### src/sv/sm3_pkg.sv
// sm3 hash engine package: constants, types and round functions
// no dependencies
package sm3_pkg;

   localparam int LengthBitsDefault = 64;
   localparam logic [31:0] TjLow  = 32'h79cc4519;
   localparam logic [31:0] TjHigh = 32'h7a879d8a;
   localparam logic [7:0]  PadMark = 8'h80;
   localparam int QueueDepth = 2;

   typedef logic [31:0] word_type;

   typedef struct packed {
      logic [7:0] data_byte;
      logic       byte_valid;
      logic       last;
   } req_type;

   typedef struct packed {
      logic [31:0] digest_word;
      logic [2:0]  word_index;
      logic        digest_last;
   } rsp_type;

   function automatic word_type iv_word(input logic [2:0] idx);
      word_type r;
      case (idx)
         3'd0: r = 32'h7380166f;
         3'd1: r = 32'h4914b2b9;
         3'd2: r = 32'h172442d7;
         3'd3: r = 32'hda8a0600;
         3'd4: r = 32'ha96f30bc;
         3'd5: r = 32'h163138aa;
         3'd6: r = 32'he38dee4d;
         default: r = 32'hb0fb0e4e;
      endcase
      return r;
   endfunction

   function automatic word_type rotl(input word_type x, input logic [4:0] n);
      logic [63:0] d;
      d = {x, x} << n;
      return d[63:32];
   endfunction

   function automatic word_type perm0(input word_type x);
      return x ^ rotl(x, 5'd9) ^ rotl(x, 5'd17);
   endfunction

   function automatic word_type perm1(input word_type x);
      return x ^ rotl(x, 5'd15) ^ rotl(x, 5'd23);
   endfunction

endpackage

### src/sv/sm3_if.sv
// valid/ready channel interface carrying one payload
// payload type is a parameter, normally from sm3_pkg
interface sm3_if #(parameter type payload_type = logic) ();
   logic        valid;
   logic        ready;
   payload_type payload;
   modport source (output valid, output payload, input ready);
   modport sink (input valid, input payload, output ready);
endinterface

### src/sv/sm3_front.sv
// front end: accepts request items into a short queue
// uses sm3_pkg and sm3_if
module sm3_front (
   input  logic            clock,
   input  logic            reset,
   sm3_if.sink             req,
   output sm3_pkg::req_type q_item,
   output logic            q_valid,
   input  logic            q_pop
);
   import sm3_pkg::*;

   req_type     mem_ff [QueueDepth];
   logic        wr_ff, wr_in, rd_ff, rd_in;
   logic [1:0]  cnt_ff, cnt_in;
   logic        push;

   assign req.ready = (cnt_ff != 2'(QueueDepth));
   assign push = req.valid && req.ready;
   assign q_valid = (cnt_ff != 2'd0);
   assign q_item = mem_ff[rd_ff];

   always_comb begin
      wr_in = push ? ~wr_ff : wr_ff;
      rd_in = (q_pop && q_valid) ? ~rd_ff : rd_ff;
      cnt_in = cnt_ff + 2'(push) - 2'(q_pop && q_valid);
   end

   always_ff @(posedge clock) begin
      if (push) begin
         mem_ff[wr_ff] <= req.payload;
      end
      if (reset) begin
         wr_ff <= 1'b0;
         rd_ff <= 1'b0;
         cnt_ff <= 2'd0;
      end else begin
         wr_ff <= wr_in;
         rd_ff <= rd_in;
         cnt_ff <= cnt_in;
      end
   end

`ifndef SYNTHESIS
   a_no_overflow: assert property (@(posedge clock) disable iff (reset)
      cnt_ff <= 2'(QueueDepth)) else $error("queue overflow");
   a_full_stall: assert property (@(posedge clock) disable iff (reset)
      cnt_ff == 2'(QueueDepth) |-> !req.ready) else $error("ready while full");
   a_count: assert property (@(posedge clock) disable iff (reset)
      (push && !q_pop && cnt_ff == 2'd0) |=> cnt_ff == 2'd1) else $error("count");
`endif
endmodule

### src/flat_wrapper.sv
// flat-port wrapper written by rule: the top's interface ports become plain ports
module sm3_front_flat import sm3_pkg::*;
  (clock, reset, q_item, q_valid, q_pop, req_valid, req_payload, req_ready);
  sm3_if req_i ();
  input  logic clock;
  input  logic reset;
  output sm3_pkg::req_type q_item;
  output logic q_valid;
  input  logic q_pop;
  input wire logic [$bits(req_i.valid)-1:0] req_valid;
  input wire logic [$bits(req_i.payload)-1:0] req_payload;
  output wire logic [$bits(req_i.ready)-1:0] req_ready;
  assign req_i.valid = req_valid;
  assign req_i.payload = req_payload;
  assign req_ready = req_i.ready;
  sm3_front u_core (.clock(clock), .reset(reset), .req(req_i), .q_item(q_item), .q_valid(q_valid), .q_pop(q_pop));
endmodule
### config.mk
export PLATFORM = sky130hd
export DESIGN_NAME = sm3_front_flat
export DESIGN_NICKNAME = d
export VERILOG_FILES = /design/src/sv/sm3_pkg.sv /design/src/sv/sm3_if.sv /design/src/sv/sm3_front.sv /design/src/flat_wrapper.sv
export SDC_FILE = /design/constraint.sdc
export NUM_CORES = 1
export LEC_CHECK = 0
export ABC_AREA = 1
export BUFFER_PORTS_ARGS = -buffer_cell sky130_fd_sc_hd__buf_2
export CORE_AREA = 2 2 39 41
export DETAILED_ROUTE_END_ITERATION = 16
export DIE_AREA = 0 0 41 43
export SLEW_MARGIN = 40
export SYNTH_ARGS = -nofsm -noshare
export SYNTH_HDL_FRONTEND = slang
export SYNTH_SLANG_ARGS = --single-unit
### constraint.sdc
create_clock -name clock -period 2.06 [get_ports clock]
set_clock_uncertainty 0.2 [all_clocks]
set_input_delay 0.309 -clock clock [delete_from_list [all_inputs] [get_ports clock]]
set_output_delay 0.309 -clock clock [all_outputs]
set_load 0.05 [all_outputs]
**Word-level counts from Yosys, hierarchy flattened**

Memories as Yosys holds them, arrays and structs flattened. A register that Yosys moved wholly into a read port is not among the register bits.
Cells that the tools add are included.

- Flip-flop bits (word level): 4
- Bits in latches: 0
- Memory bits (writable): 2
- ROM bits: 0
- Bits of input ports: 5
- Output and inout port bits: 12
- Logic and storage cells: 16
- Memories kept: 1

- Add/subtract/negate cells: 2
- Multipliers: 0
- Div/mod/pow operators: 0
- Magnitude comparators: 0
- Eq/ne operators: 1
- Shift-type cells: 0
- Muxes and demuxes: 4
- Bitwise logic cells: 2
- Reductions and logical operators: 3

Memories:

| name | words | bits a word | read ports | clocked after memory_dff | write ports | RTL line | text |
|---|---|---|---|---|---|---|---|
| u_core.mem_ff | 2 | 1 | 1 | 1 | 1 | sm3_front.sv:13 | `req_type mem_ff [QueueDepth];` |

Operators with widths:

| kind | number |
|---|---|
| $mux 1 | 4 |
| $add 2x1->2 | 1 |
| $logic_and 1x1->1 | 2 |
| $ne 2x2->1 const B | 1 |
| $not 1->1 | 2 |
| $reduce_bool 2->1 | 1 |
| $sub 2x1->2 | 1 |

**Longest topological paths before layout**

Gate-level depths: netlist (run 1).

- Depth in word-level cells: 4
- Mapped depth: 10
- Mapped depth without buffers: 10

**Worst setup path after synthesis (run 1)**

No wires, ideal clock.

- Path kind: register to register
- Start point: register u_core.cnt_ff[1]
- End point: register u_core.cnt_ff[1]
- Library setup time: 0.115 ns
- Arrival time: 1.249 ns
- Slack: 0.496 ns
- Stages on the path, launching flop included: 9
- Cells stage by stage: dfxtp_1 nand2_2 nand2_1 inv_1 ha_1 inv_1 nand2_1 a21oi_1 nor2_1

- Cells in the longest elaborated chain, start to end: 4
- Elaborated cells between the ends (all ways): 6
- Classes of those cells: add/sub: 2; eq/ne: 1; reduce/logical: 3

Ends and longest elaborated chain:

| what | RTL line | text |
|---|---|---|
| from (decl) | sm3_front.sv:15 | `logic [1:0] cnt_ff, cnt_in;` |
| from (signal assigned) | sm3_front.sv:40 | `cnt_ff <= cnt_in;` |
| $ne 2x2->1 | sm3_front.sv:18 | `assign req.ready = (cnt_ff != 2'(QueueDepth));` |
| via req_ready | flat_wrapper.sv:12 | `output wire logic [$bits(req_i.ready)-1:0] req_ready;` |
| $logic_and 1x1->1 | sm3_front.sv:19 | `assign push = req.valid && req.ready;` |
| via u_core.push | sm3_front.sv:16 | `logic push;` |
| $add 2x1->2 | sm3_front.sv:26 | `cnt_in = cnt_ff + 2'(push) - 2'(q_pop && q_valid);` |
| $sub 2x1->2 | sm3_front.sv:26 |  |

The timed path passes the listed nets, and every way through them passes these cells.
A chain may end at the register's enable or synchronous reset.

**Worst setup path in the final report (run 1)**

- Start point: register u_core.cnt_ff[1]
- End point: register u_core.cnt_ff[1]

- Cells in the longest elaborated chain, start to end: 4
- Elaborated cells between the ends (all ways): 6
- Classes of those cells: add/sub: 2; eq/ne: 1; reduce/logical: 3

Ends and longest elaborated chain:

| what | RTL line |
|---|---|
| $ne 2x2->1 | sm3_front.sv:18 |
| $logic_and 1x1->1 | sm3_front.sv:19 |
| $add 2x1->2 | sm3_front.sv:26 |
| $sub 2x1->2 (*) | sm3_front.sv:26 |

Every way passes the cells marked *; elsewhere a longest branch is shown, timed or not.

==> results of run 1 <==
-- layout make-up --
type	instances	area (sq um)
fill	154	930
multi-input combinational	34	179
sequential	7	160
timing repair buffer	7	35.0
inverter	9	33.8
clock buffer	4	26.3
tap	16	20.0
-- final timing paths --
path | endpoint | startpoint | slack, ps
worst max-delay path | u_core.cnt_ff[1]$_SDFF_PP0_ | u_core.cnt_ff[1]$_SDFF_PP0_ | 450
worst min-delay path | u_core.cnt_ff[0]$_SDFF_PP0_ | reset | 20
worst max register to register | u_core.cnt_ff[1]$_SDFF_PP0_ | u_core.cnt_ff[1]$_SDFF_PP0_ | 450
worst min register to register | register | u_core.rd_ff$_SDFFE_PP0P_ | 310
-- per-layer routing --
metal | wire length (microns) | share of wire [%] | global-route usage (%)
met1 | 208 | 39 | 8.41
met2 | 262 | 49 | 9.69
met3 | 62 | 12 | 9.42
met4 | 6 | 1.1 | 4.00
met5 | 0 | 0 | 0
-- synthesized netlist by cell type --
cell type / instances / area share (%)
nand3_1: 2 / 2.4
nor2_1: 7 / 6.4
dfxtp_1: 5 / 24
a21oi_1: 2 / 2.4
nand2_1: 6 / 5.5
edfxtp_1: 2 / 15
nor2_4: 1 / 2.7
inv_2: 1 / 0.91
buf_4: 9 / 16
nand3_2: 1 / 2.4
ha_1: 2 / 6.1
mux2_2: 1 / 2.7
inv_1: 8 / 7.3
nand2_2: 2 / 3.0
nor2_2: 1 / 1.5
conb_1: 1 / 0.91
-- stage by stage --
| stage | std cells | hold slack [ps] | total power, W | area [sq um] |
|---|---|---|---|---|
| floorplan | 59 | 180 | 0.000523 | 440 |
| global route | 77 | 6.34 | 0.000748 | 454 |
| detailed placement | 73 | 282 | 0.000570 | 428 |
| CTS | 77 | 12.1 | 0.000697 | 454 |
| finish | 77 | 21.6 | 0.000688 | 454 |
| global placement | 73 | 281 | 0.000565 | 428 |
-- critical path, cell delays in order (launching register included) --
cell,delay [ps]
dfxtp_1,350
nor2_2,150
nor2_4,40
ha_1,260
inv_1,40
ha_1,180
inv_1,50
nand2_1,60
a21oi_1,120
nor2_1,50
-- where the power goes --
part | leakage [nW] | internal, W | switching [W] | total [W]
combinational | 0.171 | 0.0000974 | 0.000254 | 0.000352
sequential | 0.0601 | 0.000183 | 0.0000285 | 0.000212
clock | 0.0150 | 0.0000739 | 0.0000506 | 0.000125
total | 0.246 | 0.000355 | 0.000333 | 0.000688
-- cell families after synthesis --
logic type	count (synthesis)	share of synthesized area, %
DFF	7	39.0
AOI/OAI and AO/OA	2	2.44
adders and majority gates	2	6.10
other	1	0.914
buffers and inverters	18	24.7
muxes	1	2.74
and+or+nand+nor	20	24.1
==> flow_summary.toml, run 1 <==
[run_status]
outcome = "finished clean"

[cells_and_area]
area_growth_pct = 10.7
fin_nets = 69
mostFrequentLayoutCell = "conb_1"
antenna_cells = 0
layout_common_cells = "conb_1 (9), inv_1 (8), nor2_1 (7), buf_2 (7), nand2_1 (6)"
drive_gt1_share_pct = 27.9
final_util_pct = 32.8

[die]
io_pins = 17
start_util_pct = 29.7
num_rows = 14
core_area_sq_um = 1380
die_w_microns = 41
dieArea_sq_um = 1760
die_h_microns = 43

[drt]
vias_per_cell = 3.86
detail-route-antenna-nets = 0
drt_wl_total_microns = 539
vias = 297
drcViolationCount = 0
drt_iter0_drc = 3
drtPass1Iterations = 2
avgRoutedWirePerCell_microns = 7.00

[sta]
max_freq_mhz = 620
setup_slack_ps = 446
rsz0062_at_grt = "false"
setup_viol = 0
finalMaxSlewViolations = 0
finalSetupTns_ps = 0
finalCritPeriodShare_pct = 78.3
min_period_ps = 1610
finalHoldViolCount = 0

[critical_path]
cp_max_fo = 4
critical_path_class = "register to register"
worst_r2r_path_depth = 9
cp-end-kind = "register"
critical_path_required_ps = 2010
start_kind = "register"
arrival_ps = 1560

[synthesis]
synth_warnings = 0
synthDistinctLibCells = 16
netlist_instances = 51
postSynthRegisterBits = 7
syn_area_sq_um = 410
avgSynthCellArea_sq_um = 8.05
seq_area_frac_synth_pct = 39.0

[placement]
place.gp.congestion = 0.810
dp_hpwl_microns = 452
port_buffers = 7
dp_slack_ps = 421

[global_route]
grt_pass1_vias = 229
overflow = 0
grt_usage_pct = 8.15
antenna_found_initial = 0
grt_max_degree = 5
grt_pass1_wl_microns = 869

[power_and_ir_drop]
power_leakage_nw = 0.246
vdd_ir_drop_max_mv = 0.540
powerDensity_nw_per_um2 = 1510

[clock_network]
clk_pin_slew_ps = 50
hold_buffers = 0
post_cts_resized = 0
htreeDepth = 1
post-cts-setup-buffer-count = 0
clk_latency_ps = 250
cts_buffers = 3
cts_max_path_buffers = 2
cts-root-buf = "clkbuf_4"
cts_tree = "yes"
clock_sink_count = 7

[min_path]
hold_path.class = "primary input to register"
whs_path_depth = 2

[flow_run]
maxCapViolCount = 0
Power figures use the tool's default switching activity.
==> run 2: changes to the inputs <==
ABC_AREA = 0   (was 1)
clock period = 1.39 ns   (was 2.06 ns; I/O delays follow)
==> flow_summary.toml, run 2 <==
[clock_network]
clk_latency_ps = 250
clock_sink_count = 7
cts_buffers = 3
cts_max_path_buffers = 2
htreeDepth = 1
cts-root-buf = "clkbuf_4"
cts_tree = "yes"
clk_pin_slew_ps = 50

[critical_path]
critical_path_class = "register to register"
slowest_delay_ps = 320
r2r_setup_slack_ps = -250
arrival_ps = 1590
cp_max_fo = 2
crit_chain = "o21a_1 > ha_1 > inv_1 > ha_1 > xor2_1 > xnor2_1 > nor2_1"
cp-end-kind = "register"
startpoint = "u_core.cnt_ff[1]$_SDFF_PP0_"
crit_slowest_cell = "dfxtp_2"
start_kind = "register"
critical_path_required_ps = 1330
critPathMostFrequentCell = "ha_1"
critical-path-top-delay-family = "adder cells"
r2r-start = "u_core.cnt_ff[1]$_SDFF_PP0_"
path_buf_inv = 1

[die]
die_w_microns = 41
die_h_microns = 43
dieArea_sq_um = 1760
core_area_sq_um = 1380
num_rows = 14
start_util_pct = 27.5
io_pins = 17

[synthesis]
postSynthRegisterBits = 7
synth.area.top_cells = "dfxtp_1 (26%), buf_4 (18%), edfxtp_1 (16%)"
synth_top_cell_area_share_pct = 26.3
netlist_instances = 39
synth-edff-count = 2
synth_top_area_cell = "dfxtp_1"
avgSynthCellArea_sq_um = 9.75
synthDistinctLibCells = 18
synth_ff_type = "dfxtp_1"
synth_commonest_cells = "buf_4 (9), dfxtp_1 (5), nor2_1 (4)"
synthArstFlopShare_pct = 0
synth_warnings = 0
seq_area_frac_synth_pct = 42.1
syn_area_sq_um = 380
yosysMostFrequentCell = "buf_4"

[cells_and_area]
fin_nets = 68
final_area_sq_um = 581
layout_common_cells = "conb_1 (9), buf_4 (7), nor2_1 (4), buf_2 (4)"
area_growth_pct = 52.6
drive_gt1_share_pct = 46.7
mostFrequentLayoutCell = "conb_1"
antenna_cells = 0

[global_route]
grt_usage_pct = 8.25
antenna_found_initial = 0
grt_pass1_vias = 240
grt_pass1_wl_microns = 924
overflow = 0
grt_max_degree = 7

[power_and_ir_drop]
power_leakage_nw = 0.283
finalPower_w = 0.00119
vdd_ir_drop_max_mv = 0.701
powerDensity_nw_per_um2 = 2040

[drt]
drt_wl_total_microns = 658
vias = 288
vias_per_cell = 3.79
drtPass1Iterations = 2
drt_iter0_drc = 1
drcViolationCount = 0
detail-route-antenna-nets = 0
avgRoutedWirePerCell_microns = 8.66

[sta]
finalCritPeriodShare_pct = 118
holdWs_ps = -37.7
min_period_ps = 1640
finalMaxSlewViolations = 0
finalHoldViolCount = 2
rsz0062_at_grt = "true"
max_freq_mhz = 608
setup_slack_ps = -255
setup_viol = 8

[placement]
place_area_sq_um = 437
port_buffers = 7
dp_hpwl_microns = 453
place.gp.congestion = 0.659

[run_status]
outcome = "finished, violations left"
violations = "negative hold slack, negative setup slack"

[min_path]
hold_start = "reset"
hold_path.class = "primary input to register"

[flow_run]
maxCapViolCount = 0
-- run 2: changes by cell type after synthesis, sizes merged, moves of 2 or more --
cell and change:
nand2b +2, nor2b +2, nand3 -2, a21oi -2, nor2 -5, inv -7, xnor2 +2, nand2 -8
-- run 2: layout make-up --
class,count,area [sq um]
Fill cell,153,803
Multi-Input combinational cell,29,204
Sequential cell,7,163
Timing Repair Buffer,18,160
Clock buffer,4,26.3
Tap cell,16,20.0
Inverter,2,7.51
-- run 2: path summary, 6_finish.rpt --
kind / to / cells past startpoint
min reg2reg: u_core.wr_ff$_SDFFE_PP0P_ / 2
min: u_core.cnt_ff[0]$_SDFF_PP0_ / 2
max reg2reg: u_core.cnt_ff[1]$_SDFF_PP0_ / 7
max: u_core.cnt_ff[1]$_SDFF_PP0_ / 7
-- run 2: per-stage QoR --
step	setup slack, ps	TNS (ps)	std cells	util, %	hold WS (ps)
floorplan	-246	-358	47	-	73.5
global route	-310	-1110	76	42.0	-31.8
detailed placement	-265	-385	65	31.6	208
CTS	-266	-619	73	38.6	-15.8
global placement	-238	-335	65	31.6	206
finish	-255	-714	76	42.0	-37.7
-- run 2: power by group --
part | switching, W | internal, W | total (W)
Clock | 0.0000773 | 0.000110 | 0.000187
Sequential | 0.0000381 | 0.000276 | 0.000314
Combinational | 0.000333 | 0.000353 | 0.000686
-- run 2: repair_timing --
action                                  in CTS  in global routing
hold endpoints to repair                     6                  2
gates resized for setup                     12                  5
buffers inserted                             3                  2
pin swaps                                    0                  2
endpoints found under the setup margin       5                  6
cloned                                       0                  0
hold buffers                                 1                  1
-- run 2: logic make-up (layout without fill, tap and decap cells) --
group	count (synthesis)	count (layout)	share of synthesized area [%]
adders and majority gates	2	2	6.58
and+or+nand+nor	12	12	17.4
other	1	9	0.986
AOI/OAI and AO/OA	2	2	3.29
buffers and inverters	11	24	19.7
DFF	7	7	42.1
muxes	1	1	2.96
xor gates and xnor gates	3	3	6.91
-- run 2: metal layers --
layer	GRT usage [%]	share of wire (%)	up-vias
met5	0	0	-
met4	6.00	1.8	0
met3	4.71	6.8	2
met2	10.9	53	10
met1	9.39	38	127
li1	-	-	149
